**src/assert_macros.svh**
```systemverilog
// Assertion macros shared by the button mapper RTL.
// Depends on nothing; taken in by `include where assertions are written.
`ifndef ASSERT_MACROS_SVH
`define ASSERT_MACROS_SVH

// Clocked check, muted while reset is high.
`define GPRBM_ASSERT(lbl, clk, rst, prop, msg) \
  lbl: assert property (@(posedge clk) disable iff (rst) prop) else $error(msg);

// Clocked check that also holds through reset.
`define GPRBM_ASSERT_ALWAYS(lbl, clk, prop, msg) \
  lbl: assert property (@(posedge clk) prop) else $error(msg);

`endif

```
**src/gprbm_pkg.sv**
```systemverilog
// Shared types and constants for the gamepad report button mapper.
// No dependencies.
`timescale 1ns / 1ps
`default_nettype none

package gprbm_pkg;

  localparam int BTN_W       = 16;
  localparam int TABLE_DEPTH = 16;
  localparam int ID_W        = 4;
  localparam int OFF_W       = 6;
  localparam int BYTE_W      = 8;
  localparam int KIND_W      = 2;

  localparam logic [KIND_W-1:0] KIND_WRITE = 2'd0;
  localparam logic [KIND_W-1:0] KIND_BYTE  = 2'd1;
  localparam logic [KIND_W-1:0] KIND_QUERY = 2'd2;
  localparam logic [KIND_W-1:0] KIND_CLEAR = 2'd3;

  localparam logic ANS_SUMMARY = 1'b0;
  localparam logic ANS_CLICK   = 1'b1;

  // Table update command.
  typedef struct packed {
    logic              wr;
    logic              clr;
    logic [ID_W-1:0]   id;
    logic [OFF_W-1:0]  offset;
    logic [BYTE_W-1:0] mask;
    logic [BYTE_W-1:0] value;
  } tbl_cmd_t;

  // One item leaving the input register.
  typedef struct packed {
    logic              fire;
    logic [KIND_W-1:0] kind;
    logic [ID_W-1:0]   id;
    logic              last;
  } step_t;

endpackage

`default_nettype wire

```
**src/gprbm_table.sv**
```systemverilog
// Button table (offset, mask, match value per button) and parallel byte match.
// Depends on gprbm_pkg.
`timescale 1ns / 1ps
`default_nettype none

module gprbm_table #(
  parameter int NUM_ENTRIES = 16,
  parameter int POS_W       = 7
) (
  input  wire logic                            clk,
  input  wire logic                            rst,
  input  wire gprbm_pkg::tbl_cmd_t             cmd,
  input  wire logic [gprbm_pkg::BYTE_W-1:0]    data_byte,
  input  wire logic [POS_W-1:0]                position,
  input  wire logic                            pos_live,
  output logic      [gprbm_pkg::BTN_W-1:0]     match
);

  localparam int CMP_W = (POS_W > gprbm_pkg::OFF_W) ? POS_W : gprbm_pkg::OFF_W;

  logic [CMP_W-1:0] pos_cmp;
  assign pos_cmp = CMP_W'(position);

  for (genvar i = 0; i < gprbm_pkg::BTN_W; i++) begin : g_entry
    if (i < NUM_ENTRIES) begin : g_used
      logic [gprbm_pkg::OFF_W-1:0]  offset;
      logic [gprbm_pkg::BYTE_W-1:0] mask;
      logic [gprbm_pkg::BYTE_W-1:0] value;
      logic                         sel;

      assign sel = cmd.wr && (cmd.id == gprbm_pkg::ID_W'(i));

      always_ff @(posedge clk) begin
        if (rst) begin
          mask <= '0;
        end else if (sel) begin
          mask <= cmd.mask;
        end else if (cmd.clr) begin
          mask <= '0;
        end
      end

      // offset and value only matter once a write has set a mask
      always_ff @(posedge clk) begin
        if (sel) begin
          offset <= cmd.offset;
          value  <= cmd.value;
        end
      end

      assign match[i] = pos_live && (mask != '0)
                        && (CMP_W'(offset) == pos_cmp)
                        && ((data_byte & mask) == value);
    end else begin : g_none
      assign match[i] = 1'b0;
    end
  end

endmodule

`default_nettype wire

```
**src/gprbm_track.sv**
```systemverilog
// Report byte position, pressed vector build-up, previous state and clicks.
// Depends on gprbm_pkg and assert_macros.svh.
`timescale 1ns / 1ps
`default_nettype none

`include "assert_macros.svh"

module gprbm_track #(
  parameter int REPORT_BYTES = 64,
  parameter int POS_W        = 7
) (
  input  wire logic                            clk,
  input  wire logic                            rst,
  input  wire gprbm_pkg::step_t                step,
  input  wire logic [gprbm_pkg::BTN_W-1:0]     match,
  output logic      [POS_W-1:0]                position,
  output logic                                 pos_live,
  output logic                                 res_valid,
  output logic                                 res_kind,
  output logic      [gprbm_pkg::BTN_W-1:0]     res_pressed,
  output logic      [gprbm_pkg::BTN_W-1:0]     res_clicks,
  output logic                                 res_hit
);

  logic [gprbm_pkg::BTN_W-1:0] building;
  logic [gprbm_pkg::BTN_W-1:0] prev;
  logic [gprbm_pkg::BTN_W-1:0] pending;

  logic [POS_W-1:0]            position_next;
  logic [gprbm_pkg::BTN_W-1:0] building_next;
  logic [gprbm_pkg::BTN_W-1:0] prev_next;
  logic [gprbm_pkg::BTN_W-1:0] pending_next;

  logic [gprbm_pkg::BTN_W-1:0] built;
  logic [gprbm_pkg::BTN_W-1:0] pend_rep;
  logic [gprbm_pkg::BTN_W-1:0] pend_qry;
  logic                        hit;
  logic                        is_byte;
  logic                        is_query;
  logic                        is_summary;

  assign pos_live   = ({1'b0, position} < (POS_W + 1)'(REPORT_BYTES));
  assign built      = building | match;
  assign pend_rep   = (built != prev) ? (built & ~prev) : pending;
  assign hit        = pending[step.id];
  assign pend_qry   = pending & ~(gprbm_pkg::BTN_W'(1) << step.id);
  assign is_byte    = (step.kind == gprbm_pkg::KIND_BYTE);
  assign is_query   = (step.kind == gprbm_pkg::KIND_QUERY);
  assign is_summary = is_byte && step.last;

  assign res_valid   = is_summary || is_query;
  assign res_kind    = is_query ? gprbm_pkg::ANS_CLICK : gprbm_pkg::ANS_SUMMARY;
  assign res_pressed = is_query ? prev : built;
  assign res_clicks  = is_query ? pend_qry : pend_rep;
  assign res_hit     = is_query && hit;

  always_comb begin
    position_next = position;
    building_next = building;
    prev_next     = prev;
    pending_next  = pending;
    if (step.fire) begin
      case (step.kind)
        gprbm_pkg::KIND_BYTE: begin
          if (step.last) begin
            position_next = '0;
            building_next = '0;
            prev_next     = built;
            pending_next  = pend_rep;
          end else begin
            building_next = built;
            if (pos_live) begin
              position_next = POS_W'(position + 1'b1);
            end
          end
        end
        gprbm_pkg::KIND_QUERY: begin
          pending_next = pend_qry;
        end
        default: begin
        end
      endcase
    end
  end

  always_ff @(posedge clk) begin
    if (rst) begin
      position <= '0;
      building <= '0;
      prev     <= '0;
      pending  <= '0;
    end else begin
      position <= position_next;
      building <= building_next;
      prev     <= prev_next;
      pending  <= pending_next;
    end
  end

  `GPRBM_ASSERT(a_pend_in_prev, clk, rst, ((pending & ~prev) == '0), "click without press")
  `GPRBM_ASSERT(a_pos_bound, clk, rst, ({1'b0, position} <= (POS_W + 1)'(REPORT_BYTES)), "position overrun")
  `GPRBM_ASSERT(a_report_end, clk, rst, (step.fire && is_summary |=> (position == '0) && (building == '0)), "report state not cleared")

endmodule

`default_nettype wire

```
**src/gamepad_report_button_mapper.sv**
```systemverilog
// Top level of the gamepad report button mapper: input register, table,
// report tracker and result register. Depends on gprbm_pkg, gprbm_table,
// gprbm_track and assert_macros.svh.
`timescale 1ns / 1ps
`default_nettype none

`include "assert_macros.svh"

// Turns a stream of gamepad report bytes into a pressed-button vector. Each
// transfer on the input carries one command (kind): table write, report
// byte, click query or clear-all-masks. Report bytes are matched against
// every table entry at once, so the block takes one item per clock while intake is not stalled. A
// result passes from the input register through short match logic into the result
// register, from which it leaves when out_ready is high.
// Items that give no result keep flowing while a finished result waits on
// the output; intake only stalls when the item in the input register has a
// result and the result register is full and not being read.
// The last byte of a report yields a summary (answer_kind 0) with the
// pressed vector and the pending clicks; a query yields answer_kind 1 with
// the queried click bit, which is then cleared.
// Table writes, clears and non-final bytes give no result. Buttons whose
// byte lies past the report end, or past REPORT_BYTES, count as released.
// Only the first min(NUM_BUTTONS, 16) buttons exist; writes to others are
// dropped and queries of them answer with no hit.
module gamepad_report_button_mapper #(
  parameter int NUM_BUTTONS  = 16,
  parameter int REPORT_BYTES = 64
) (
  input  wire logic                                clk,
  input  wire logic                                rst,
  input  wire logic                                in_valid,
  output logic                                     in_ready,
  input  wire logic [gprbm_pkg::KIND_W-1:0]        kind,
  input  wire logic [gprbm_pkg::ID_W-1:0]          button_num,
  input  wire logic [gprbm_pkg::OFF_W-1:0]         byte_offset,
  input  wire logic [gprbm_pkg::BYTE_W-1:0]        bit_mask,
  input  wire logic [gprbm_pkg::BYTE_W-1:0]        match_value,
  input  wire logic [gprbm_pkg::BYTE_W-1:0]        data_byte,
  input  wire logic                                last_byte,
  output logic                                     out_valid,
  input  wire logic                                out_ready,
  output logic                                     answer_kind,
  output logic      [gprbm_pkg::BTN_W-1:0]         pressed_now,
  output logic      [gprbm_pkg::BTN_W-1:0]         click_vector,
  output logic                                     click_hit
);

  localparam int NUM_ENTRIES = (NUM_BUTTONS > gprbm_pkg::TABLE_DEPTH)
                               ? gprbm_pkg::TABLE_DEPTH : NUM_BUTTONS;
  localparam int POS_W = $clog2(REPORT_BYTES + 1);

  // Input register
  logic                           s1_valid;
  logic [gprbm_pkg::KIND_W-1:0]   s1_kind;
  logic [gprbm_pkg::ID_W-1:0]     s1_id;
  logic [gprbm_pkg::OFF_W-1:0]    s1_offset;
  logic [gprbm_pkg::BYTE_W-1:0]   s1_mask;
  logic [gprbm_pkg::BYTE_W-1:0]   s1_value;
  logic [gprbm_pkg::BYTE_W-1:0]   s1_data;
  logic                           s1_last;

  logic                           adv;
  gprbm_pkg::tbl_cmd_t            cmd;
  gprbm_pkg::step_t               step;
  logic [gprbm_pkg::BTN_W-1:0]    match;
  logic [POS_W-1:0]               position;
  logic                           pos_live;
  logic                           res_valid;
  logic                           res_kind;
  logic [gprbm_pkg::BTN_W-1:0]    res_pressed;
  logic [gprbm_pkg::BTN_W-1:0]    res_clicks;
  logic                           res_hit;

  // An item leaves the input register unless it has a result and the
  // result register is full and stalled.
  assign adv      = s1_valid && (!res_valid || !out_valid || out_ready);
  assign in_ready = !s1_valid || adv;

  always_ff @(posedge clk) begin
    if (rst) begin
      s1_valid <= 1'b0;
    end else if (in_ready) begin
      s1_valid <= in_valid;
    end
  end

  always_ff @(posedge clk) begin
    if (in_valid && in_ready) begin
      s1_kind   <= kind;
      s1_id     <= button_num;
      s1_offset <= byte_offset;
      s1_mask   <= bit_mask;
      s1_value  <= match_value;
      s1_data   <= data_byte;
      s1_last   <= last_byte;
    end
  end

  always_comb begin
    cmd.wr     = adv && (s1_kind == gprbm_pkg::KIND_WRITE);
    cmd.clr    = adv && (s1_kind == gprbm_pkg::KIND_CLEAR);
    cmd.id     = s1_id;
    cmd.offset = s1_offset;
    cmd.mask   = s1_mask;
    cmd.value  = s1_value;
    step.fire  = adv;
    step.kind  = s1_kind;
    step.id    = s1_id;
    step.last  = s1_last;
  end

  gprbm_table #(
    .NUM_ENTRIES (NUM_ENTRIES),
    .POS_W       (POS_W)
  ) u_table (
    .clk       (clk),
    .rst       (rst),
    .cmd       (cmd),
    .data_byte (s1_data),
    .position  (position),
    .pos_live  (pos_live),
    .match     (match)
  );

  gprbm_track #(
    .REPORT_BYTES (REPORT_BYTES),
    .POS_W        (POS_W)
  ) u_track (
    .clk         (clk),
    .rst         (rst),
    .step        (step),
    .match       (match),
    .position    (position),
    .pos_live    (pos_live),
    .res_valid   (res_valid),
    .res_kind    (res_kind),
    .res_pressed (res_pressed),
    .res_clicks  (res_clicks),
    .res_hit     (res_hit)
  );

  // Result register
  always_ff @(posedge clk) begin
    if (rst) begin
      out_valid <= 1'b0;
    end else if (adv && res_valid) begin
      out_valid <= 1'b1;
    end else if (out_ready) begin
      out_valid <= 1'b0;
    end
  end

  always_ff @(posedge clk) begin
    if (adv && res_valid) begin
      answer_kind  <= res_kind;
      pressed_now  <= res_pressed;
      click_vector <= res_clicks;
      click_hit    <= res_hit;
    end
  end

  `GPRBM_ASSERT(a_result_lands, clk, rst, (adv && res_valid |=> out_valid), "result dropped")
  `GPRBM_ASSERT(a_no_overwrite, clk, rst, (out_valid && !out_ready |-> !(adv && res_valid)), "result overwritten")
  `GPRBM_ASSERT_ALWAYS(a_reset_idle, clk, (rst |=> !s1_valid && !out_valid), "busy after reset")

endmodule

`default_nettype wire
```
**config.mk**
```make
export PLATFORM = sky130hd
export DESIGN_NAME = gamepad_report_button_mapper
export DESIGN_NICKNAME = d
export VERILOG_FILES = /design/src/gprbm_pkg.sv /design/src/gprbm_table.sv /design/src/gprbm_track.sv /design/src/gamepad_report_button_mapper.sv
export VERILOG_INCLUDE_DIRS = /design/src /design/src/src
export SDC_FILE = /design/constraint.sdc
export NUM_CORES = 1
export LEC_CHECK = 0
export BUFFER_PORTS_ARGS = -buffer_cell sky130_fd_sc_hd__buf_2
export CORE_MARGIN = 2
export CORE_UTILIZATION = 55
export DETAILED_ROUTE_END_ITERATION = 8
export PLACE_DENSITY = 0.72
export SLEW_MARGIN = 20
export SYNTH_ARGS = -nofsm -noshare
export SYNTH_HDL_FRONTEND = slang
export SYNTH_SLANG_ARGS = --single-unit
```
**constraint.sdc**
```tcl
create_clock -name clk -period 5 [get_ports clk]
set_input_delay 1 -clock clk [delete_from_list [all_inputs] [get_ports clk]]
set_output_delay 1 -clock clk [all_outputs]
set_load 0.02 [all_outputs]
```
# --- Yosys cells after proc, flatten, opt, wreduce, memory -nomap -nowiden ---
# Index checks and enable logic that the tools add are counted.
word_totals:
  regBits: 480
  in_bits: 41
  word_cells: 291
op_classes:
  addsub: 1
  order_cmp: 2
  eq_ne: 52
  shift: 1
  muxes: 30
  n_bitwise: 21
  n_reduce_logical: 119
ops:
  columns: ["cell", "n"]
  rows:
  - ["$mux 8", 17]
  - ["$and 8x8->8", 16]
  - ["$eq 8x8->1", 16]
  - ["$reduce_bool 8->1", 16]
  - ["$eq 6x7->1", 16]
  - ["$mux 16", 5]
  - ["$logic_and 1x1->1", 71]
  - ["$reduce_bool 2->1", 19]
  - ["$and 16x16->16", 2]
  - ["$eq 4x4->1 const B", 8]
  - ["$not 16->16", 2]
  - ["$pmux 16 s2", 1]
  - ["$eq 4x3->1 const B", 4]
  - ["$ne 16x16->1", 1]
  - ["$or 16x16->16", 1]
  - ["$shl 1x4->16 const A", 1]
  - ["$mux 7", 2]
  - ["$reduce_and 3->1", 3]
  - ["$eq 4x2->1 const B", 2]
  - ["$add 7x1->7 const B", 1]
  - ["$lt 7x7->1 const B", 1]
  - ["$lt 4x5->1 const B", 1]
  - ["$bmux 1 s4", 1]
  - ["$eq 2x2->1 const B", 2]
  - ["other kinds (9)", 17]

# --- Logic depth before layout (Yosys ltp) ---
# Gate-level depths: netlist of the first run.
logic_depth:
  word_depth: 10
  depth_mapped: 15

# --- Hierarchy ---
# A second synthesis of the first run with hierarchy kept.
hier_totals:
  hier_cells: 1836
  area_unflattened_um2: 20734.9
modules_own_cells:
  columns: ["module", "instances", "cells_per_inst", "area_each_um2", "seq_area_each_um2"]
  rows:
  - ["gprbm_table", 1, 1348, 15349.7, 9288.9]
  - ["gprbm_track", 1, 401, 3109.2, 1101.1]
  - ["gamepad_report_button_mapper", 1, 87, 2275.9, 2172.1]

# --- Least setup slack after synthesis of the first run ---
# OpenSTA, ideal clock, no wires.
synth_path:
  path_kind: "in2reg"
  startpoint: "input out_ready"
  endpoint: "register s1_data[0] in the netlist's numbering (enable)"
  t_arrival_ns: 3.176
  setup_slack_ns: 1.371
  cell_stages: 2
  cell_sequence: "nor2b_1 -> a31oi_1"
synth_between:
  elab_chain_len: 4
synth_rtl:
  columns: ["item", "line", "rtl"]
  rows:
  - ["start, declared", "gamepad_report_button_mapper.sv:41", "input wire logic out_ready,"]
  - ["$logic_or 1x1->1", "gamepad_report_button_mapper.sv:76", "assign adv = s1_valid && (!res_valid || !out_valid || out_ready);"]
  - ["$logic_and 1x1->1", "gamepad_report_button_mapper.sv:76", null]
  - ["$logic_or 1x1->1", "gamepad_report_button_mapper.sv:77", "assign in_ready = !s1_valid || adv;"]
  - ["$logic_and 1x1->1", "gamepad_report_button_mapper.sv:88", "if (in_valid && in_ready) begin"]
  - ["end signal, assigned", "gamepad_report_button_mapper.sv:94", "s1_data <= data_byte;"]
  - ["end, declared", "gamepad_report_button_mapper.sv:59", "logic [gprbm_pkg::BYTE_W-1:0] s1_data;"]
# Every way passes these cells.
# A chain may end at the register's enable or synchronous reset.

# --- Worst setup path in the final report of the first run ---
layout_path:
  startpoint: "register u_track.position[3]"
  endpoint: "register u_track.pending[11] in the netlist's numbering"
layout_between:
  elab_chain_len: 9
  elab_cells_between_ends: 71
  cone_classes: "order compare: 1; eq/ne: 17; mux: 3; bitwise: 2; reduce/logical: 48"
layout_rtl:
  columns: ["item", "line", "rtl"]
  rows:
  - ["start, declared", "gprbm_track.sv:16", "output logic [POS_W-1:0] position,"]
  - ["start signal, assigned", "gprbm_track.sv:93", "position <= position_next;"]
  - ["$lt 7x7->1", "gprbm_track.sv:42", "assign pos_live = ({1'b0, position} < (POS_W + 1)'(REPORT_BYTES));"]
  - ["$logic_and 1x1->1", "gprbm_table.sv:51", "assign match[i] = pos_live && (mask != '0)"]
  - ["$logic_and 1x1->1 *", "gprbm_table.sv:52", "&& (CMP_W'(offset) == pos_cmp)"]
  - ["$logic_and 1x1->1 *", "gprbm_table.sv:53", "&& ((data_byte & mask) == value);"]
  - ["$or 16x16->16 *", "gprbm_track.sv:43", "assign built = building | match;"]
  - ["named net u_track.built, one bit", "gprbm_track.sv:34", "logic [gprbm_pkg::BTN_W-1:0] built;"]
  - ["$ne 16x16->1 *", "gprbm_track.sv:44", "assign pend_rep = (built != prev) ? (built & ~prev) : pending;"]
  - ["$mux 16 *", "gprbm_track.sv:44", null]
  - ["$mux 16 *", "gprbm_track.sv:65", "if (step.last) begin"]
  - ["$pmux 16 s2 *", "gprbm_track.sv:63", "case (step.kind)"]
  - ["end signal, assigned", "gprbm_track.sv:96", "pending <= pending_next;"]
  - ["end, declared", "gprbm_track.sv:27", "logic [gprbm_pkg::BTN_W-1:0] pending;"]
# Mark *: on every way through the listed nets, which the timed path passes. The rest lies on a longest branch. The select of a mux whose other input is x is not followed.

==> results of run 1 <==
## synthesized netlist by cell type, drive strengths merged (3+ instances only)
master	count
edfxtp	295
nand2	258
dfxtp	185
a21oi	182
xor2	164
nand3	148
nor2	67
clkbuf	66
o21ai	47
nor4	44
buf	42
nor3	41
inv	36
and3	30
nand4	23
a22oi	18
ha	17
a211oi	16
a21o	16
o22ai	14
xnor2	14
clkinv	13
o21a	9
o31a	9
a21boi	8
and3b	8
mux2	8
or4b	8
a22o	7
o21bai	7
nand2b	6
mux4	5
o31ai	5
nor2b	4
and2	3
nand3b	3
## how the worst max path moves through the flow
stage / from / endpoint / slack, ps
after floorplan: out_ready / s1_data[0] / 1370
after global placement: u_track.position[3] / u_track.pending[0] / 1110
after detailed placement: u_track.position[3] / u_track.pending[2] / 1060
after CTS: u_track.position[3] / u_track.pending[1] / 1050
after global routing: u_track.position[3] / u_track.pending[13] / 780
final: u_track.position[3] / u_track.pending[11] / 970
## through the flow
stage	area [sq um]	worst slack, ps	util (%)	hold slack, ps	power, W
final	22850	974.2	62.28	448.1	0.008023
after global routing	22850	782.7	62.28	465.4	0.008236
after CTS	22840	1054	62.25	448.7	0.008059
after detailed placement	21340	1058	58.15	435.5	0.004640
after global placement	21300	1106	58.03	424.3	0.004631
after floorplan	20530	1371	-	417.0	0.004501
## final cells by class
class / count / area [sq um]
Fill cell: 2834 / 13840
Sequential cell: 480 / 12560
Multi-Input combinational cell: 1214 / 7346
Clock buffer: 70 / 1368
Timing Repair Buffer: 110 / 669.4
Tap cell: 468 / 585.6
Inverter: 49 / 187.7
Clock inverter: 21 / 136.4
## cells by family (layout without fill, tap and decap cells)
family,after synthesis,in the layout,synth area share [%]
and+or+nand+nor,658,658,15.71
DFF,480,480,61.17
AOI/OAI and AO/OA,348,348,10.28
xor gates and xnor gates,178,178,7.592
buffers and inverters,157,250,3.223
adders and majority gates,17,17,1.036
muxes,13,13,0.9871
## routing by layer
layer	track usage, %	share of wire, %	up-vias
met2	44.67	46	751
met3	4.866	8.8	156
met4	15.46	5.2	2
li1	-	-	6764
met5	0	0.022	-
met1	38.34	40	7137
## power by group
group	internal [W]	switching (W)	total (W)
Sequential	0.00423	0.000124	0.00436
Clock	0.00196	0.00150	0.00346
Combinational	0.0000596	0.000146	0.000205
## critical path, cell delays in order (launching register included)
cell      delay, ps
dfxtp_1         890
xor2_1          140
nor3_1          620
nand4_1         240
o21bai_1        540
ha_1            200
nand4_1         100
o41a_1          440
and2_1          360
a22oi_1         290
nor2_1           60
## registers in the layout (all words and copies together) (netlist names), 2 cells and up
| name | cells |
|---|---|
| u_table.g_entry.g_used.mask | 128 |
| s1_kind | 2 |
| u_track.position | 7 |
| s1_offset | 6 |
| u_track.prev | 16 |
| s1_data | 8 |
| s1_mask | 8 |
| u_table.g_entry.g_used.value | 128 |
| u_table.g_entry.g_used.offset | 96 |
| u_track.building | 16 |
| click_vector | 16 |
| pressed_now | 16 |
| s1_id | 4 |
| s1_value | 8 |
| u_track.pending | 16 |
==> impl_metrics.csv, run 1 <==
group,metric,value,unit
worst_setup_path,startpoint_type,"flip-flop",
cells_and_area,drive_above_1_share,11.68,%
worst_setup_path,reg2reg_from,"u_track.position[3]",
placed_design,gp_congestion,0.8656,
routing,ant_nets,0,
synth,ys_seq_area_share,61.17,%
cells_and_area,fin_cells,2412,
sta,worstMarginPinSlew,1232,ps
cells_and_area,final_cell_mix,"295 x edfxtp_1, 254 x nand2_1, 185 x dfxtp_1, 182 x a21oi_1, 164 x xor2_1",
clocking,cts_setup_buffers,0,
synth,ys_async_sr_fraction,0,%
synth,netlist_instances,1851,
placed_design,dp.cells,2320,
worst_setup_path,timing.rr.end,"u_track.pending[11]",
clocking,numCtsBuffers,49,
global_routing,grt_pass1_vias,14100,
synth,synthDominantCellAreaShare,43.14,%
synth,yosysTopAreaCell,"edfxtp_1",
synth,synth_seq_cells,480,
pwr,p_leak,8.049,nW
sta,period_needed,4026,ps
synth,yosysWarnings,0,
global_routing,grt_pass1_wl,83.08,mm
floorplanning,start_util,55.96,%
worst_setup_path,cp_max_fo,16,
routing,drt-total-wl,54.98,mm
floorplanning,core-area,36700,sq um
worst_setup_path,critPathRequiredTime,5440,ps
pwr,peakVddDrop,0.2798,mV
synth,avgSynthCellArea,11.09,sq um
clocking,cts_tree,"yes",
clocking,cts-hold-fix-buffers,0,
status,status,"finished, final reports clean",
sta,fmax,248.4,MHz
hold_path,hold_class,"flip-flop to flip-flop",
worst_setup_path,r2r_slack,970,ps
run,max_cap_viol_count,0,
floorplanning,boundaryPins,77,
clocking,ctsLongestPathBuffers,3,
synth,synthTopCellsByArea,"edfxtp_1 43%, dfxtp_1 18%, xor2_1 7.0%",
global_routing,grt_overflow_total,0,
routing,drtPass1Iterations,6,
placed_design,hpwlAfterDp,34.44,mm
cells_and_area,nets,1962,
clocking,cts_resized,0,
clocking,root_buffer,"clkbuf_16",
sta,drv_slew,0,
sta,hold_viol_final,0,
cells_and_area,final_common_cell,"edfxtp_1",
synth,synth_nets,1909,
hold_path,hold_path.startpoint,"u_track.building[9]",
worst_setup_path,crit_type,"flip-flop to flip-flop",
sta,finalSetupTns,0,ps
sta,rsz0062_at_grt,"no",
sta,setup_viol,0,
floorplanning,die_area,38900,sq um
sta,finClkSkew,18.52,ps
sta,relSlewSlack,17.89,%
synth,synth_area,20530,sq um
sta,period_share,80.52,%
pwr,power_density,351.1,nW/um^2
routing,drc,0,
cells_and_area,diodes,0,
clocking,clk_latency,590,ps
routing,vias,14810,
routing,drtIter0Drc,1418,
synth,synth_enable_flop_cells,295,
global_routing,grt_usage,28.58,%
synth,synth_cell_types,71,
global_routing,antenna_found_initial,1,
placed_design,portBuffers,76,
clocking,clock_sinks,480,
cells_and_area,area_delta_synth_final,11.30,%
routing,vias_per_cell,6.140,
floorplanning,num_rows,70,
clocking,htreeDepth,2,
synth,synth_top_flop_cell,"edfxtp_1",
worst_setup_path,endpoint_kind,"flip-flop",
floorplanning,die-width,197.2,um
worst_setup_path,crit_arrival,4470,ps
hold_path,min_to,"u_track.building[9]",
clocking,cts.clk_slew.worst_paths,60,ps
routing,avgRoutedWirePerCell,22.79,um
worst_setup_path,reg2regPathDepth,10,
global_routing,grt_max_degree,83,
hold_path,holdPathStages,1,
floorplanning,die_h,197.2,um
Note: power is estimated with default switching activity, not from simulation.
==> run 2: changes to the inputs <==
==> constraint.sdc (replaced) <==
create_clock -name clk -period 4.2 [get_ports clk]
set_input_delay 0.84 -clock clk [delete_from_list [all_inputs] [get_ports clk]]
set_output_delay 0.84 -clock clk [all_outputs]
set_load 0.02 [all_outputs]
==> impl_metrics.csv, run 2 (synthesis gave the netlist of run 1 again) <==
group,metric,value,unit
routing,drtIter0Drc,1693,
worst_setup_path,crit_slowest_cell,"edfxtp_1",
routing,drc,0,
pwr,power_frac_clock,44.0,%
run,max_cap_viol_count,0,
sta,setup_viol,0,
worst_setup_path,crit_arrival,4390,ps
clocking,htreeDepth,2,
cells_and_area,area_delta_synth_final,12.30,%
pwr,p_switching,0.002106,W
pwr,p_seq_share,53.3,%
worst_setup_path,reg2regPathDepth,11,
sta,finalSetupTns,0,ps
status,status,"finished, final reports clean",
sta,rsz0062_at_grt,"no",
cells_and_area,reg_top3,"u_table.g_entry.g_used.mask: 128 flops, u_table.g_entry.g_used.value: 128 flops, u_table.g_entry.g_used.offset: 96 flops",
sta,fmax,252.8,MHz
cells_and_area,fillers,2887,
clocking,cts-hold-fix-buffers,0,
clocking,root_buffer,"clkbuf_16",
worst_setup_path,endpoint_kind,"flip-flop",
floorplanning,die_area,38900,sq um
sta,worstMarginPinSlew,1247,ps
sta,finClkSkew,16.31,ps
cells_and_area,final_area,23060,sq um
floorplanning,start_util,55.96,%
placed_design,portBuffers,76,
clocking,cts_tree,"yes",
pwr,combPwrFrac,2.7,%
pwr,p_leak,8.178,nW
cells_and_area,final_cell_mix,"295 x edfxtp_1, 254 x nand2_1, 185 x dfxtp_1, 182 x a21oi_1, 164 x xor2_1",
sta,relSlewSlack,16.89,%
cells_and_area,drive_above_1_share,12.56,%
cells_and_area,nets,1978,
worst_setup_path,worstPathCellList,"buf_4 -> nand3_1 -> a211oi_1 -> or4b_1 -> o21bai_2 -> ha_1 -> nand4_1 -> o41a_1 -> and2_1 -> a22oi_1 -> nor2_1",
clocking,numCtsBuffers,47,
floorplanning,die_h,197.2,um
worst_setup_path,startpoint_type,"flip-flop",
routing,drtPass1Iterations,7,
clocking,clk_latency,580,ps
placed_design,hpwlAfterDp,35.36,mm
floorplanning,boundaryPins,77,
cells_and_area,diodes,0,
global_routing,antenna_found_initial,1,
placed_design,dp.cells,2334,
global_routing,grt_usage,28.98,%
clocking,ctsLongestPathBuffers,3,
hold_path,hold_class,"input pin to flip-flop",
hold_path,holdPathStages,1,
sta,period_needed,3955,ps
pwr,netSwitchingFraction,21.64,%
global_routing,grt_pass1_vias,14270,
sta,drv_slew,0,
routing,vias,15050,
routing,avgRoutedWirePerCell,23.00,um
pwr,power_density,422.1,nW/um^2
worst_setup_path,cp_top_family,"compound AO/OA/AOI/OAI gates",
sta,period_share,94.17,%
routing,drt-total-wl,55.79,mm
cells_and_area,register_area,12560,sq um
floorplanning,core-area,36700,sq um
floorplanning,die-width,197.2,um
global_routing,grt_overflow_total,0,
global_routing,grt_pass1_wl,84.00,mm
worst_setup_path,cp_max_fo,16,
pwr,peakVddDrop,0.3668,mV
cells_and_area,multi_input_area,7346,sq um
worst_setup_path,crit_type,"flip-flop to flip-flop",
pwr,internal_power,0.007627,W
cells_and_area,fin_cells,2426,
worst_setup_path,critPathMaxStageDelay,870,ps
placed_design,gp_congestion,0.8842,
cells_and_area,final_common_cell,"edfxtp_1",
worst_setup_path,path_buf_inv,1,
sta,whs,428.9,ps
clocking,clock_sinks,480,
routing,ant_nets,0,
worst_setup_path,critPathRequiredTime,4640,ps
sta,hold_viol_final,0,
placed_design,placed_cell_area,21450,sq um
clocking,cts.clk_slew.worst_paths,60,ps
routing,vias_per_cell,6.202,
global_routing,grt_max_degree,122,
worst_setup_path,cp_num_cells,11,
floorplanning,num_rows,70,
==> run 2: changes by cell type in the layout (fill, tap and decap cells not counted), sizes merged <==
cell      delta
clkinvlp     -1
inv          +1
clkbuf       -9
bufinv       +5
buf         +18
==> run 2: path summary, 6_finish.rpt <==
path                             start                    to  slack [ps]
setup / recovery            s1_data[1]    u_track.pending[0]         240
hold / removal            data_byte[7]            s1_data[7]         430
setup reg to reg            s1_data[1]    u_track.pending[0]         240
hold reg to reg   u_track.building[15]  u_track.building[15]         440
==> run 2: metal layers <==
layer / vias up / GRT usage (%) / part of all wire [%] / wire length [um]
met2: 811 / 46.09 / 47 / 26010
met3: 139 / 4.729 / 9.4 / 5235
met5: - / 0 / 0 / 0
met4: 0 / 13.06 / 4.5 / 2524
met1: 7308 / 39.39 / 39 / 22020
li1: 6788 / - / - / -
==> run 2: metrics by stage <==
stage	setup WS [ps]	util, %	power [W]
2_1_floorplan	730.7	-	0.005359
3_3_place_gp	213.5	58.46	0.005531
3_5_place_dp	129.2	58.46	0.005537
4_1_cts	109.2	62.72	0.009768
5_1_grt	77.38	62.84	0.009969
6_report	244.8	62.84	0.009733
==> run 2: cell type report <==
cell class | instances | area share, %
clock buffers | 61 | 5.502
well taps | 468 | 2.539
clock inverters | 26 | 1.270
repair buffers | 128 | 3.548
multi-input cells | 1214 | 31.85
flip-flops and latches | 480 | 54.47
inverters | 49 | 0.8138
==> run 2: timing repair <==
item	CTS	global route
setup endpoints to repair	0	16
buffers inserted	0	4
hold endpoints to repair	0	0
resized for setup	0	0
==> run 2: power by group through the flow <==
stage,clock (W),sequential (W),combinational (W)
floorplan,0,0.00518,0.000180
global placement,0,0.00529,0.000245
detailed placement,0,0.00529,0.000248
CTS,0.00433,0.00519,0.000249
global route,0.00450,0.00518,0.000283
finish,0.00429,0.00518,0.000264
